$ cat src/sv/xmc_pkg.sv
// Shared types, protocol codes and defaults for the XMODEM checksum receiver.
`default_nettype none

package xmc_pkg;

    localparam int PAGE_BYTES_DEF      = 256;
    localparam int FLASH_ADDR_BITS_DEF = 17;
    localparam int ADDR_BITS_MAX       = 24;
    localparam int QUEUE_DEPTH         = 4;

    localparam logic [7:0] SOH_CODE = 8'h01;
    localparam logic [7:0] EOT_CODE = 8'h04;
    localparam logic [7:0] ACK_CODE = 8'h06;
    localparam logic [7:0] NAK_CODE = 8'h15;
    localparam logic [7:0] CAN_CODE = 8'h18;

    localparam logic [8:0] HDR_SUM        = 9'h0FF;
    localparam logic [6:0] PKT_LAST_INDEX = 7'd127;
    localparam logic [3:0] ERR_COUNT_MAX  = 4'd15;
    localparam logic [3:0] ERR_LIMIT_RST  = 4'd10;

    typedef enum logic [1:0] {
        KIND_REPLY = 2'd0,
        KIND_DATA  = 2'd1,
        KIND_PAGE  = 2'd2
    } t_kind;

    typedef enum logic [2:0] {
        PH_HUNT = 3'd0,
        PH_NUM  = 3'd1,
        PH_COMP = 3'd2,
        PH_DATA = 3'd3,
        PH_SUM  = 3'd4,
        PH_DONE = 3'd5
    } t_phase;

    typedef struct packed {
        t_kind                      kind;
        logic [7:0]                 reply_byte;
        logic [7:0]                 data_byte;
        logic [7:0]                 buffer_offset;
        logic [ADDR_BITS_MAX-1:0]   page_address;
        logic                       finished;
        logic                       last;
    } t_result;

    // Results of one input beat: zero, one or two entries, first in slot 0.
    typedef struct packed {
        logic [1:0] count;
        t_result    slot0;
        t_result    slot1;
    } t_res_pair;

endpackage

`default_nettype wire

$ cat src/sv/xmc_core.sv
// Protocol state machine: packet framing, checks, page layout and replies.
`default_nettype none

module xmc_core #(
    parameter int PAGE_BYTES      = xmc_pkg::PAGE_BYTES_DEF,
    parameter int FLASH_ADDR_BITS = xmc_pkg::FLASH_ADDR_BITS_DEF
) (
    input  wire logic               i_clk,
    input  wire logic               i_rst_n,
    input  wire logic               i_cfg_we,
    input  wire logic [3:0]         i_cfg_data,
    input  wire logic               i_take,
    input  wire logic [7:0]         i_byte,
    input  wire logic               i_tmo,
    output xmc_pkg::t_res_pair      o_res
);
    import xmc_pkg::*;

    t_phase                     r_phase, n_phase;
    logic                       r_bff, n_bff;
    logic [7:0]                 r_exp, n_exp;
    logic [7:0]                 r_hdr, n_hdr;
    logic                       r_hdr_bad, n_hdr_bad;
    logic [6:0]                 r_idx, n_idx;
    logic [7:0]                 r_sum, n_sum;
    logic [3:0]                 r_err, n_err;
    logic                       r_upper, n_upper;
    logic [FLASH_ADDR_BITS-1:0] r_base, n_base;
    logic [3:0]                 r_err_limit;

    logic [7:0] w_b;
    logic       w_cancel;
    logic       w_sum_fail;
    logic       w_data_tmo;
    logic       w_hunt_fail;
    logic       w_stop;

    assign w_b         = i_tmo ? 8'h00 : i_byte;
    assign w_cancel    = !r_bff && (r_err > r_err_limit);
    assign w_sum_fail  = r_hdr_bad || i_tmo || (r_sum != w_b);
    assign w_data_tmo  = (r_phase == PH_DATA) && i_tmo;
    assign w_hunt_fail = (r_phase == PH_HUNT) && i_tmo;
    assign w_stop      = (r_phase == PH_HUNT) && !i_tmo
                         && (w_b == EOT_CODE || w_b == CAN_CODE);

    // Next phase
    always_comb begin
        n_phase = r_phase;
        unique case (r_phase)
            PH_HUNT: begin
                if (i_tmo) begin
                    n_phase = w_cancel ? PH_DONE : PH_HUNT;
                end else if (w_b == SOH_CODE) begin
                    n_phase = PH_NUM;
                end else if (w_stop) begin
                    n_phase = PH_DONE;
                end
            end
            PH_NUM:  n_phase = PH_COMP;
            PH_COMP: n_phase = PH_DATA;
            PH_DATA: begin
                if (i_tmo) begin
                    n_phase = w_cancel ? PH_DONE : PH_HUNT;
                end else if (r_idx == PKT_LAST_INDEX) begin
                    n_phase = PH_SUM;
                end
            end
            PH_SUM:  n_phase = (w_sum_fail && w_cancel) ? PH_DONE : PH_HUNT;
            PH_DONE: n_phase = PH_DONE;
            default: n_phase = PH_DONE;
        endcase
    end

    // Datapath updates and results
    always_comb begin
        logic    v_fail;
        logic    v_good;
        logic    v_page;
        logic    v_data;
        logic    v_reply;
        logic    v_done;
        t_result v_a;
        t_result v_r;

        n_bff     = r_bff;
        n_exp     = r_exp;
        n_hdr     = r_hdr;
        n_hdr_bad = r_hdr_bad;
        n_idx     = r_idx;
        n_sum     = r_sum;
        n_err     = r_err;
        n_upper   = r_upper;
        n_base    = r_base;

        v_fail  = w_hunt_fail || w_data_tmo || ((r_phase == PH_SUM) && w_sum_fail);
        v_good  = (r_phase == PH_SUM) && !w_sum_fail;
        v_data  = (r_phase == PH_DATA);
        v_page  = w_stop;
        v_done  = (n_phase == PH_DONE) && (r_phase != PH_DONE);
        v_reply = v_fail || v_good || w_stop;

        v_a = '0;
        v_r = '0;
        v_r.kind = KIND_REPLY;

        unique case (r_phase)
            PH_NUM: n_hdr = w_b;
            PH_COMP: begin
                n_hdr_bad = (({1'b0, r_hdr} + {1'b0, w_b}) != HDR_SUM) || (r_hdr != r_exp);
                n_idx     = '0;
                n_sum     = '0;
            end
            PH_DATA: begin
                n_sum = r_sum + w_b;
                if (!i_tmo) begin
                    n_idx = (r_idx == PKT_LAST_INDEX) ? 7'd0 : r_idx + 7'd1;
                end
            end
            default: ;
        endcase

        if (v_fail) begin
            if (r_bff) begin
                v_r.reply_byte = NAK_CODE;
            end else if (w_cancel) begin
                v_r.reply_byte = CAN_CODE;
            end else begin
                if (r_err < ERR_COUNT_MAX) begin
                    n_err = r_err + 4'd1;
                end
                v_r.reply_byte = NAK_CODE;
            end
        end else if (w_stop) begin
            n_bff          = 1'b0;
            v_r.reply_byte = ACK_CODE;
        end else if (v_good) begin
            n_bff = 1'b0;
            if (PAGE_BYTES != 128 && r_exp[0]) begin
                n_upper = 1'b1;
            end else begin
                v_page  = 1'b1;
                n_base  = r_base + FLASH_ADDR_BITS'(PAGE_BYTES);
                n_upper = 1'b0;
            end
            n_err          = '0;
            n_exp          = r_exp + 8'd1;
            v_r.reply_byte = ACK_CODE;
        end

        if (v_data) begin
            v_a.kind          = KIND_DATA;
            v_a.data_byte     = w_b;
            v_a.buffer_offset = {r_upper, r_idx};
        end else begin
            v_a.kind         = KIND_PAGE;
            v_a.page_address = ADDR_BITS_MAX'(r_base);
        end
        v_a.finished = v_done;
        v_r.finished = v_done;
        v_r.last     = 1'b1;

        o_res = '0;
        if (v_data || v_page) begin
            v_a.last  = !v_reply;
            o_res.slot0 = v_a;
            o_res.slot1 = v_r;
            o_res.count = v_reply ? 2'd2 : 2'd1;
        end else if (v_reply) begin
            o_res.slot0 = v_r;
            o_res.count = 2'd1;
        end
    end

    always_ff @(posedge i_clk) begin
        if (!i_rst_n) begin
            r_phase     <= PH_HUNT;
            r_bff       <= 1'b1;
            r_exp       <= 8'd1;
            r_hdr       <= '0;
            r_hdr_bad   <= 1'b0;
            r_idx       <= '0;
            r_sum       <= '0;
            r_err       <= '0;
            r_upper     <= 1'b0;
            r_base      <= '0;
            r_err_limit <= ERR_LIMIT_RST;
        end else begin
            if (i_cfg_we) begin
                r_err_limit <= i_cfg_data;
            end
            if (i_take) begin
                r_phase   <= n_phase;
                r_bff     <= n_bff;
                r_exp     <= n_exp;
                r_hdr     <= n_hdr;
                r_hdr_bad <= n_hdr_bad;
                r_idx     <= n_idx;
                r_sum     <= n_sum;
                r_err     <= n_err;
                r_upper   <= n_upper;
                r_base    <= n_base;
            end
        end
    end

endmodule

`default_nettype wire

$ cat src/sv/xmc_out_queue.sv
// Result queue: takes up to two results per cycle, hands out one per beat.
`default_nettype none

module xmc_out_queue (
    input  wire logic                i_clk,
    input  wire logic                i_rst_n,
    input  wire xmc_pkg::t_res_pair  i_res,
    input  wire logic                i_push,
    input  wire logic                i_pop,
    output xmc_pkg::t_result         o_head,
    output logic                     o_valid,
    output logic                     o_room2
);
    import xmc_pkg::*;

    localparam int PTR_BITS = $clog2(QUEUE_DEPTH);
    localparam int CNT_BITS = $clog2(QUEUE_DEPTH + 1);

    t_result              r_mem [QUEUE_DEPTH];
    logic [PTR_BITS-1:0]  r_wr, n_wr;
    logic [PTR_BITS-1:0]  r_rd, n_rd;
    logic [CNT_BITS-1:0]  r_cnt, n_cnt;
    logic [1:0]           w_push_n;
    logic                 w_pop;

    assign o_valid  = (r_cnt != '0);
    assign o_room2  = (r_cnt <= CNT_BITS'(QUEUE_DEPTH - 2));
    assign o_head   = r_mem[r_rd];
    assign w_pop    = i_pop && o_valid;
    assign w_push_n = i_push ? i_res.count : 2'd0;

    always_comb begin
        n_wr  = r_wr + PTR_BITS'(w_push_n);
        n_rd  = r_rd + PTR_BITS'(w_pop);
        n_cnt = r_cnt + CNT_BITS'(w_push_n) - CNT_BITS'(w_pop);
    end

    always_ff @(posedge i_clk) begin
        if (w_push_n != 2'd0) begin
            r_mem[r_wr] <= i_res.slot0;
        end
        if (w_push_n == 2'd2) begin
            r_mem[r_wr + PTR_BITS'(1)] <= i_res.slot1;
        end
    end

    always_ff @(posedge i_clk) begin
        if (!i_rst_n) begin
            r_wr  <= '0;
            r_rd  <= '0;
            r_cnt <= '0;
        end else begin
            r_wr  <= n_wr;
            r_rd  <= n_rd;
            r_cnt <= n_cnt;
        end
    end

endmodule

`default_nettype wire

$ cat src/sv/xmodem_checksum_receiver.sv
// Top level of the XMODEM checksum receiver: input register, core, result queue.
//
//  channel | direction | handshake                 | payload
//  --------+-----------+---------------------------+------------------------------------
//  in      | to block  | i_in_valid / o_in_stall   | i_rx_byte, i_timed_out
//  out     | from block| o_out_valid / i_out_stall | o_kind .. o_page_address, o_finished,
//          |           |                           | o_last
//  cfg     | to block  | i_cfg_we                  | i_cfg_data (error_limit)
//
// A beat lands in the input register, and the core processes it once the queue has room
// for two results, pushing zero to two results into a four-entry queue; one beat per cycle
// is taken while the queue has room for two results. Results leave one per cycle while the
// output is not stalled, so the output port sets the pace of beats that cause two results.
// Synchronous active-low reset returns to hunting for SOH with error_limit 10.
// Stall on the output fills the queue and then stalls the input.
`default_nettype none

module xmodem_checksum_receiver #(
    parameter int PAGE_BYTES      = xmc_pkg::PAGE_BYTES_DEF,
    parameter int FLASH_ADDR_BITS = xmc_pkg::FLASH_ADDR_BITS_DEF
) (
    input  wire logic                       i_clk,
    input  wire logic                       i_rst_n,
    input  wire logic                       i_cfg_we,
    input  wire logic [3:0]                 i_cfg_data,
    input  wire logic                       i_in_valid,
    output logic                            o_in_stall,
    input  wire logic [7:0]                 i_rx_byte,
    input  wire logic                       i_timed_out,
    output logic                            o_out_valid,
    input  wire logic                       i_out_stall,
    output logic [1:0]                      o_kind,
    output logic [7:0]                      o_reply_byte,
    output logic [7:0]                      o_data_byte,
    output logic [7:0]                      o_buffer_offset,
    output logic [FLASH_ADDR_BITS-1:0]      o_page_address,
    output logic                            o_finished,
    output logic                            o_last
);
    import xmc_pkg::*;

    logic       r_in_valid;
    logic [7:0] r_in_byte;
    logic       r_in_tmo;
    logic       w_take;
    logic       w_room2;
    t_res_pair  w_res;
    t_result    w_head;

    assign w_take     = r_in_valid && w_room2;
    assign o_in_stall = r_in_valid && !w_take;

    always_ff @(posedge i_clk) begin
        if (!i_rst_n) begin
            r_in_valid <= 1'b0;
        end else if (i_in_valid && !o_in_stall) begin
            r_in_valid <= 1'b1;
        end else if (w_take) begin
            r_in_valid <= 1'b0;
        end
    end

    // payload: hold while stalled
    always_ff @(posedge i_clk) begin
        if (i_in_valid && !o_in_stall) begin
            r_in_byte <= i_rx_byte;
            r_in_tmo  <= i_timed_out;
        end
    end

    xmc_core #(
        .PAGE_BYTES      (PAGE_BYTES),
        .FLASH_ADDR_BITS (FLASH_ADDR_BITS)
    ) u_core (
        .i_clk      (i_clk),
        .i_rst_n    (i_rst_n),
        .i_cfg_we   (i_cfg_we),
        .i_cfg_data (i_cfg_data),
        .i_take     (w_take),
        .i_byte     (r_in_byte),
        .i_tmo      (r_in_tmo),
        .o_res      (w_res)
    );

    xmc_out_queue u_queue (
        .i_clk   (i_clk),
        .i_rst_n (i_rst_n),
        .i_res   (w_res),
        .i_push  (w_take),
        .i_pop   (!i_out_stall),
        .o_head  (w_head),
        .o_valid (o_out_valid),
        .o_room2 (w_room2)
    );

    assign o_kind          = w_head.kind;
    assign o_reply_byte    = w_head.reply_byte;
    assign o_data_byte     = w_head.data_byte;
    assign o_buffer_offset = w_head.buffer_offset;
    assign o_page_address  = w_head.page_address[FLASH_ADDR_BITS-1:0];
    assign o_finished      = w_head.finished;
    assign o_last          = w_head.last;

endmodule

`default_nettype wire

$ cat config.mk
export PLATFORM = sky130hd
export DESIGN_NAME = xmodem_checksum_receiver
export DESIGN_NICKNAME = d
export VERILOG_FILES = /design/src/sv/xmc_pkg.sv /design/src/sv/xmc_core.sv /design/src/sv/xmc_out_queue.sv /design/src/sv/xmodem_checksum_receiver.sv
export SDC_FILE = /design/constraint.sdc
export NUM_CORES = 1
export LEC_CHECK = 0
export BUFFER_PORTS_ARGS = -buffer_cell sky130_fd_sc_hd__buf_2
export CAP_MARGIN = 15
export CORE_MARGIN = 1
export CORE_UTILIZATION = 40
export DETAILED_ROUTE_END_ITERATION = 8
export PLACE_DENSITY = 0.58
export SLEW_MARGIN = 20
export SYNTH_ARGS = -nofsm -noshare
export SYNTH_HDL_FRONTEND = slang
export SYNTH_SLANG_ARGS = --single-unit
export TNS_END_PERCENT = 1
$ cat constraint.sdc
create_clock -name i_clk -period 8.3 [get_ports i_clk]
set_clock_uncertainty 0.1 [all_clocks]
set_input_delay 0.415 -clock i_clk [delete_from_list [all_inputs] [get_ports i_clk]]
set_output_delay 0.415 -clock i_clk [all_outputs]
set_load 0.005 [all_outputs]
==> results of run 1 <==
==> cells in the mapped netlist, types with 6 or more instances <==
library cell  number  area [sq um]
nand3_1           15          75.1
nor3_1            12          60.1
and3_1             6          37.5
xnor2_1           27           236
nor4_1             6          37.5
and2_1            24           150
edfxtp_1          37          1110
a21oi_1           15          75.1
buf_4             12          90.1
clkbuf_1          46           173
a21o_1             8          60.1
o21ai_0           10          50.1
nand4_1           11          68.8
nor2b_1           34           213
dfxtp_1          170          3400
mux2i_1           20           200
o211ai_1           8          60.1
xor2_1            16           140
inv_1             20          75.1
o2bb2ai_1         32           280
nor2_1            66           248
mux4_2            34           766
nand2b_1           8          50.1
ha_1              24           300
nand2_1           48           180
a32o_1            32           320
a22o_1            42           368
==> flip-flops by register name (all words and copies together) (netlist names), 2 cells and up <==
name	count
u_core.r_phase	3
u_core.r_hdr	8
r_in_byte	8
u_core.r_idx	7
u_core.r_err_limit	4
u_core.r_sum	8
u_core.r_base	9
u_queue.r_mem	136
u_queue.r_cnt	3
u_queue.r_rd	2
u_core.r_exp	8
u_core.r_err	4
u_queue.r_wr	2
==> report_power, final <==
| part | switching [W] | internal (W) | leakage, nW |
|---|---|---|---|
| logic | 0.000174 | 0.000133 | 2.02 |
| registers | 0.0000213 | 0.00104 | 1.70 |
| clock network | 0.000414 | 0.000569 | 0.367 |
==> worst register-to-register path, stage by stage, from the launching register on <==
cell and delay (ps):
edfxtp_1 650, nor2b_1 510, ha_1 390, nor4_1 300
nand2_1 220, o41a_1 490, nand2_1 270, ha_1 250
o21ai_1 120, nor2_1 780, mux2i_1 410, nor2_1 220
==> how the worst min path moves through the flow <==
stage | slack (ps) | from | endpoint
floorplan | 320 | u_queue.r_mem[2][51] | u_queue.r_mem[2][51]
global placement | 330 | u_queue.r_mem[3][51] | u_queue.r_mem[3][51]
detailed placement | 330 | u_queue.r_mem[3][51] | u_queue.r_mem[3][51]
CTS | 3 | i_in_valid | r_in_valid
global route | 20 | i_in_valid | r_in_valid
finish | 20 | i_in_valid | r_in_valid
==> layout make-up <==
class / count / area (sq um) / area share
multi-input combinational: 576 / 4640 / 0.429
sequential: 207 / 4520 / 0.418
clock buffer: 32 / 671 / 0.0620
timing repair buffer: 74 / 448 / 0.0414
tap: 313 / 392 / 0.0362
inverter: 22 / 82.6 / 0.00764
clock inverter: 9 / 66.3 / 0.00613
==> through the flow <==
step | std cells | instance area (sq um) | hold slack, ps | utilization
final | 1233 | 10800 | 17.8 | 0.472
after global routing | 1233 | 10800 | 23.1 | 0.472
after global placement | 1182 | 9970 | 330 | 0.435
after detailed placement | 1182 | 9970 | 334 | 0.435
after floorplan | 871 | 9510 | 321 | -
after CTS | 1233 | 10800 | 3.04 | 0.472
==> routing by layer <==
layer,part of all wire,vias to the layer above,GRT usage
met4,0.018,0,0.0537
met3,0.044,32,0.0264
li1,-,3277,-
met2,0.45,164,0.294
met5,0,-,0
met1,0.49,3322,0.272
==> logic make-up (layout without fill, tap and decap cells) <==
family                   after synthesis  in the layout  share of synthesized area
AND/OR/NAND/NOR                      251            251                      0.137
buffers and inverters                 88            137                     0.0401
AO/OA/AOI/OAI                        188            188                      0.164
XOR/XNOR                              43             43                     0.0398
adder cells (fa/ha/maj)               29             29                     0.0401
other                                  1             11                   0.000396
multiplexers                          54             54                      0.102
flip-flops                           207            207                      0.476
==> results.sh, run 1 <==
export IMPL_dieArea_sq_um=24300
export IMPL_leakagePower_nw=4.09
export IMPL_tightest_slew_ps=972
export IMPL_clockBufferDepth=3
export IMPL_hp_class="input pin to register"
export IMPL_ctsHtreeMaxLevel=1
export IMPL_grt_max_degree=66
export IMPL_post_drt_wl_per_cell_um=18.1
export IMPL_worst_path_largest_cell_delay_ps=780
export IMPL_rr_worst_depth=11
export IMPL_fin_nets=949
export IMPL_synth_edf_count=37
export IMPL_critPathKind="register to register"
export IMPL_cts_setup_buffers=0
export IMPL_pin_count=65
export IMPL_dp_hpwl_mm=15.1
export IMPL_fin_setup_tns_ps=0
export IMPL_cts_root_buf="clkbuf_16"
export IMPL_gp_congestion=0.815
export IMPL_clock_latency_ps=520
export IMPL_hold_depth=2
export IMPL_cpMaxStageDelayCell="nor2_1"
export IMPL_rows=55
export IMPL_drtIter0Drc=375
export IMPL_ys_warn_count=0
export IMPL_antenna_found_initial=0
export IMPL_numPortBuffers=53
export IMPL_cp_max_fo=19
export IMPL_cp_start_kind="register"
export IMPL_finalSetupViolCount=0
export IMPL_die_x_um=156
export IMPL_path_clk_slew_ps=60
export IMPL_crit_end="u_queue.r_mem[1][43]"
export IMPL_grt_overflow=0
export IMPL_ys_ff_latch=207
export IMPL_cp_top_family="simple AND/OR/NAND/NOR gates"
export IMPL_slew_headroom=0.350
export IMPL_critical_path_required_ps=8570
export IMPL_cp_arrival_ps=5120
export IMPL_final_period_minus_worst_setup_slack_ps=4850
export IMPL_wirelength_mm=22.4
export IMPL_power_w=0.00235
export IMPL_vias=6795
export IMPL_slew_violations=0
export IMPL_first_pass_iters=5
export IMPL_coreArea_sq_um=22900
export IMPL_drive_gt1_frac=0.170
export IMPL_netlist_area_sq_um=9470
export IMPL_ys_types=66
export IMPL_synth_seq_area_share=0.476
export IMPL_max_freq_mhz=206
export IMPL_final_common_cell="dfxtp_1"
export IMPL_preCtsSetupSlack_ps=3520
export IMPL_synthCells=861
export IMPL_diodes=0
export IMPL_maxCapViolCount=0
export IMPL_fin_ws_ps=3450
export IMPL_cp_buffers_inverters=0
export IMPL_layout_common_cells="dfxtp_1, nor2_1, buf_2, nand2_1, a22o_1"
export IMPL_worstSetupStartpoint="r_in_tmo"
export IMPL_end_kind="register"
export IMPL_run_status="finished, final reports clean"
export IMPL_period_share=0.584
export IMPL_tritoncts_num_buffers=23
export IMPL_fill_cells=2170
export IMPL_start_util=0.413
export IMPL_r2r_setup_slack_ps=3450
export IMPL_cts_tree="built"
export IMPL_remaining_drc_errors=0
export IMPL_power_density_nw_per_um2=218
export IMPL_rr_startpoint="r_in_tmo"
export IMPL_synthFlopType="dfxtp_1"
export IMPL_cts_resized=0
export IMPL_vdd_drop_max_v=0.000161
export IMPL_worstReg2RegEnd="u_queue.r_mem[1][43]"
export IMPL_rsz0062_at_grt="false"
export IMPL_syn_area_per_cell_sq_um=11.0
export IMPL_cts_sinks=207
export IMPL_grt_pass1_wl_mm=36.3
export IMPL_routed_via_density=5.51
export IMPL_area_growth_pct=14.1
export IMPL_grt_pass1_vias=6550
export IMPL_path_depth=11
export IMPL_antenna_left=0
export IMPL_grt_usage=0.189
export IMPL_cts_hold_buf=10
export IMPL_hold_violations=0
export IMPL_die_y_um=156
export IMPL_synthArstFlopShare=0
export IMPL_critical_path_cell_chain="nor2b_1, ha_1, nor4_1, nand2_1, o41a_1, nand2_1, ha_1, o21ai_1, nor2_1, mux2i_1, nor2_1"
(Power assumes the default switching activity.)
==> run 2: changes to the inputs <==
==> constraint.sdc (replaced) <==
create_clock -name i_clk -period 4.65 [get_ports i_clk]
set_clock_uncertainty 0.1 [all_clocks]
set_input_delay 0.2325 -clock i_clk [delete_from_list [all_inputs] [get_ports i_clk]]
set_output_delay 0.2325 -clock i_clk [all_outputs]
set_load 0.005 [all_outputs]
==> results.sh, run 2 (synthesis results as in run 1) <==
export IMPL_routed_via_density=5.47
export IMPL_cpMaxStageDelayCell="edfxtp_1"
export IMPL_critical_path_required_ps=4950
export IMPL_cp_arrival_ps=4670
export IMPL_top_layer="met4"
export IMPL_clockBufferDepth=3
export IMPL_end_kind="register"
export IMPL_slew_headroom=0.399
export IMPL_cp_start_kind="register"
export IMPL_cts_tree="built"
export IMPL_clock_latency_ps=520
export IMPL_wirelength_mm=22.4
export IMPL_wl_met3_um=984
export IMPL_finalSetupViolCount=0
export IMPL_cp_top_family="simple AND/OR/NAND/NOR gates"
export IMPL_area_growth_pct=17.2
export IMPL_rsz0062_at_grt="false"
export IMPL_m1WireLength_mm=10.7
export IMPL_holdWs_ps=74.4
export IMPL_grt_pass1_vias=6805
export IMPL_grt_pass1_wl_mm=36.7
export IMPL_leakagePower_nw=4.25
export IMPL_path_clk_slew_ps=60
export IMPL_max_freq_mhz=229
export IMPL_period_share=0.939
export IMPL_die_y_um=156
export IMPL_grt_usage=0.190
export IMPL_cts_sinks=207
export IMPL_numPortBuffers=53
export IMPL_fin_setup_tns_ps=0
export IMPL_coreArea_sq_um=22900
export IMPL_vdd_drop_max_v=0.000280
export IMPL_power_density_nw_per_um2=388
export IMPL_tritoncts_num_buffers=24
export IMPL_antenna_left=0
export IMPL_antenna_found_initial=0
export IMPL_hp_class="input pin to register"
export IMPL_hold_violations=0
export IMPL_met2_length_mm=10.4
export IMPL_ctsHtreeMaxLevel=1
export IMPL_run_status="finished, final reports clean"
export IMPL_vias=6925
export IMPL_grt_max_degree=45
export IMPL_cp_max_fo=17
export IMPL_final_period_minus_worst_setup_slack_ps=4370
export IMPL_top_register="u_queue.r_mem"
export IMPL_rows=55
export IMPL_post_drt_wl_per_cell_um=17.7
export IMPL_critPathKind="register to register"
export IMPL_dieArea_sq_um=24300
export IMPL_multi_input_area_sq_um=4640
export IMPL_grt_overflow=0
export IMPL_gp_congestion=0.820
export IMPL_drtIter0Drc=500
export IMPL_critical_path_cell_chain="nor2b_1, ha_1, nor4_1, nand2_1, o41a_1, nand2_1, ha_1, nand3_1, or2_2, nor3_1, nor2_2, buf_4, a32o_1"
export IMPL_seq_area_sq_um=4520
export IMPL_worst_path_largest_cell_delay_ps=550
export IMPL_final_common_cell="dfxtp_1"
export IMPL_largest_reg_flops=136
export IMPL_layout_common_cells="dfxtp_1, nor2_1, buf_2, nand2_1, a22o_1"
export IMPL_dp_hpwl_mm=15.2
export IMPL_pin_count=65
export IMPL_fill_cells=2150
export IMPL_drive_gt1_frac=0.184
export IMPL_fin_nets=979
export IMPL_die_x_um=156
export IMPL_top_regs="u_queue.r_mem x136, u_core.r_base x9"
export IMPL_start_util=0.413
export IMPL_cts_root_buf="clkbuf_16"
export IMPL_slew_violations=0
export IMPL_remaining_drc_errors=0
export IMPL_tightest_slew_ps=902
export IMPL_cp_buffers_inverters=1
export IMPL_rr_worst_depth=13
export IMPL_maxCapViolCount=0
export IMPL_path_depth=13
export IMPL_first_pass_iters=5
export IMPL_hold_depth=2
export IMPL_diodes=0
## run 2: path summary, 6_finish.rpt
| kind | from | endpoint | slack [ps] |
|---|---|---|---|
| worst max-delay path | r_in_tmo | u_queue.r_mem[1][33] | 280 |
| worst min-delay path | i_rst_n | u_core.r_exp[0] | 70 |
| worst max register to register | r_in_tmo | u_queue.r_mem[1][33] | 280 |
| worst min register to register | u_queue.r_mem[3][51] | u_queue.r_mem[3][51] | 350 |
## run 2: layout make-up
type,instances,area share
clock buffers,31,0.0592
clock inverters,13,0.0114
inverters,22,0.00744
multi-input cells,576,0.418
flip-flops and latches,207,0.407
well taps,313,0.0353
repair buffers,103,0.0622
## run 2: timing repair
| item | 4_1_cts | 5_1_grt |
|---|---|---|
| setup buffers | 0 | 0 |
| endpoints found under the setup margin | 0 | 17 |
| endpoints found under the hold margin | 14 | 0 |
| resized for setup | 0 | 1 |
| hold buffers | 20 | 0 |
## run 2: per-layer routing
layer	up-vias	global-route usage
met4	0	0.0415
met3	26	0.0308
li1	3346	-
met1	3398	0.265
met5	-	0
met2	155	0.309
## run 2: through the flow
step	setup slack, ps	instances	util	total power, W	cell area [sq um]
6_report	283	1265	0.485	0.00431	11100
5_1_grt	14.8	1265	0.485	0.00450	11100
4_1_cts	279	1265	0.484	0.00436	11100
3_5_place_dp	279	1201	0.441	0.00250	10100
3_3_place_gp	415	1201	0.441	0.00249	10100
2_1_floorplan	389	871	-	0.00234	9510
## run 2: power breakdown
| group | switching [W] | internal, W |
|---|---|---|
| Clock | 0.000735 | 0.00111 |
| Sequential | 0.0000919 | 0.00186 |
| Combinational | 0.000262 | 0.000250 |
==> run 3: changes to the inputs <==
--- a/config.mk
+++ b/config.mk
@@ -10,6 +10,7 @@
 export CORE_MARGIN = 1
 export CORE_UTILIZATION = 40
 export DETAILED_ROUTE_END_ITERATION = 8
+export MAX_ROUTING_LAYER = met4
 export PLACE_DENSITY = 0.58
 export SLEW_MARGIN = 20
 export SYNTH_ARGS = -nofsm -noshare
==> results.sh, run 3 (synthesis results as in run 1) <==
export IMPL_final_common_cell="dfxtp_1"
export IMPL_end_kind="register"
export IMPL_cp_arrival_ps=4650
export IMPL_tightest_slew_ps=891
export IMPL_dpl_cell_area_sq_um=10100
export IMPL_power_density_nw_per_um2=388
export IMPL_largest_reg_flops=136
export IMPL_holdWs_ps=75.8
export IMPL_hold_end="u_core.r_exp[0]"
export IMPL_path_clk_slew_ps=60
export IMPL_vias=6891
export IMPL_critical_path_required_ps=4950
export IMPL_slew_violations=0
export IMPL_wirelength_mm=22.4
export IMPL_top_regs="u_queue.r_mem x136, u_core.r_base x9"
export IMPL_maxCapViolCount=0
export IMPL_r2r_setup_slack_ps=300
export IMPL_pin_count=65
export IMPL_layout_common_cells="dfxtp_1, nor2_1, buf_2, nand2_1, a22o_1"
export IMPL_coreArea_sq_um=22900
export IMPL_fin_area_sq_um=11100
export IMPL_grt_overflow=0
export IMPL_fin_util=0.485
export IMPL_finalSetupViolCount=0
export IMPL_period_share=0.935
export IMPL_seq_area_sq_um=4520
export IMPL_rr_startpoint="r_in_tmo"
export IMPL_cpMaxStageDelayCell="edfxtp_1"
export IMPL_cp_max_fo=17
export IMPL_numPortBuffers=53
export IMPL_hold_violations=0
export IMPL_fin_setup_tns_ps=0
export IMPL_antenna_found_initial=0
export IMPL_area_growth_pct=17.2
export IMPL_critPathKind="register to register"
export IMPL_final_period_minus_worst_setup_slack_ps=4350
export IMPL_cp_top_family="simple AND/OR/NAND/NOR gates"
export IMPL_first_pass_iters=4
export IMPL_remaining_drc_errors=0
export IMPL_grt_pass1_vias=6799
export IMPL_gp_congestion=0.832
export IMPL_hold_depth=2
export IMPL_fin_nets=979
export IMPL_die_x_um=156
export IMPL_cts_tree="built"
export IMPL_post_drt_wl_per_cell_um=17.7
export IMPL_min_from="i_rst_n"
export IMPL_hp_class="input pin to register"
export IMPL_multi_input_area_sq_um=4640
export IMPL_cts_root_buf="clkbuf_16"
export IMPL_die_y_um=156
export IMPL_drive_gt1_frac=0.184
export IMPL_diodes=0
export IMPL_fill_cells=2150
export IMPL_leakagePower_nw=4.25
export IMPL_rsz0062_at_grt="false"
export IMPL_grt_max_degree=45
export IMPL_routed_via_density=5.45
export IMPL_cp_buffers_inverters=1
export IMPL_cp_start_kind="register"
export IMPL_dieArea_sq_um=24300
export IMPL_rr_worst_depth=13
export IMPL_ctsHtreeMaxLevel=1
export IMPL_start_util=0.413
export IMPL_grt_pass1_wl_mm=36.7
export IMPL_critical_path_cell_chain="nor2b_1, ha_1, nor4_1, nand2_1, o41a_1, nand2_1, ha_1, nand3_1, or2_2, nor3_1, nor2_2, buf_4, a32o_1"
export IMPL_top_register="u_queue.r_mem"
export IMPL_rows=55
export IMPL_clock_latency_ps=520
export IMPL_antenna_left=0
export IMPL_worstReg2RegEnd="u_queue.r_mem[1][27]"
export IMPL_clockBufferDepth=3
export IMPL_cts_sinks=207
export IMPL_dp_hpwl_mm=15.2
export IMPL_run_status="finished, final reports clean"
export IMPL_max_freq_mhz=230
export IMPL_tritoncts_num_buffers=24
export IMPL_grt_usage=0.196
export IMPL_worst_path_largest_cell_delay_ps=550
export IMPL_vdd_drop_max_v=0.000280
export IMPL_drtIter0Drc=487
export IMPL_slew_headroom=0.406
run 3: how the worst max path moves through the flow:
stage | start | cells past startpoint | end | slack (ps)
4_1_cts | r_in_tmo | 11 | u_queue.r_mem[0][45] | 280
5_1_grt | r_in_tmo | 12 | u_queue.r_mem[1][44] | 10
6_report | r_in_tmo | 13 | u_queue.r_mem[1][27] | 300
3_3_place_gp | r_in_tmo | 11 | u_queue.r_mem[0][44] | 410
2_1_floorplan | r_in_tmo | 15 | u_queue.r_mem[0][0] | 390
3_5_place_dp | r_in_tmo | 11 | u_queue.r_mem[0][43] | 280
run 3: where the power goes:
| group | internal [W] | switching (W) |
|---|---|---|
| clock network | 0.00111 | 0.000732 |
| registers | 0.00186 | 0.0000911 |
| logic | 0.000250 | 0.000262 |
| total | 0.00322 | 0.00109 |
run 3: final cells by class:
cell class / count / area share
clock inverter: 13 / 0.0114
timing repair buffer: 103 / 0.0622
tap: 313 / 0.0353
multi-input combinational: 576 / 0.418
sequential: 207 / 0.407
clock buffer: 31 / 0.0592
inverter: 22 / 0.00744
run 3: metrics by stage:
stage          worst slack (ps)  cells  power, W
4_1_cts                     279   1265   0.00436
3_5_place_dp                279   1201   0.00250
6_report                    302   1265   0.00431
3_3_place_gp                415   1201   0.00249
5_1_grt                    14.8   1265   0.00450
2_1_floorplan               389    871   0.00234
run 3: worst register-to-register path, delay by kind of cell (launching register included):
family | cells | cell delay [ps]
fa+ha+maj | 2 | 560
simple gates | 8 | 2080
compound gates | 2 | 690
buf+inv | 1 | 260
flops | 1 | 550
run 3: per-layer routing:
metal | up-vias | wire length, um | global-route usage
met5 | - | 0 | -
met4 | 0 | 364 | 0.0415
met3 | 26 | 976 | 0.0308
met1 | 3365 | 10700 | 0.266
li1 | 3344 | - | -
met2 | 156 | 10400 | 0.308
run 3: what timing repair did:
item | CTS | global route
gates resized for setup | 0 | 1
hold buffers | 20 | 0
endpoints found under the setup margin | 0 | 18
buffers inserted | 0 | 0
endpoints found under the hold margin | 14 | 0
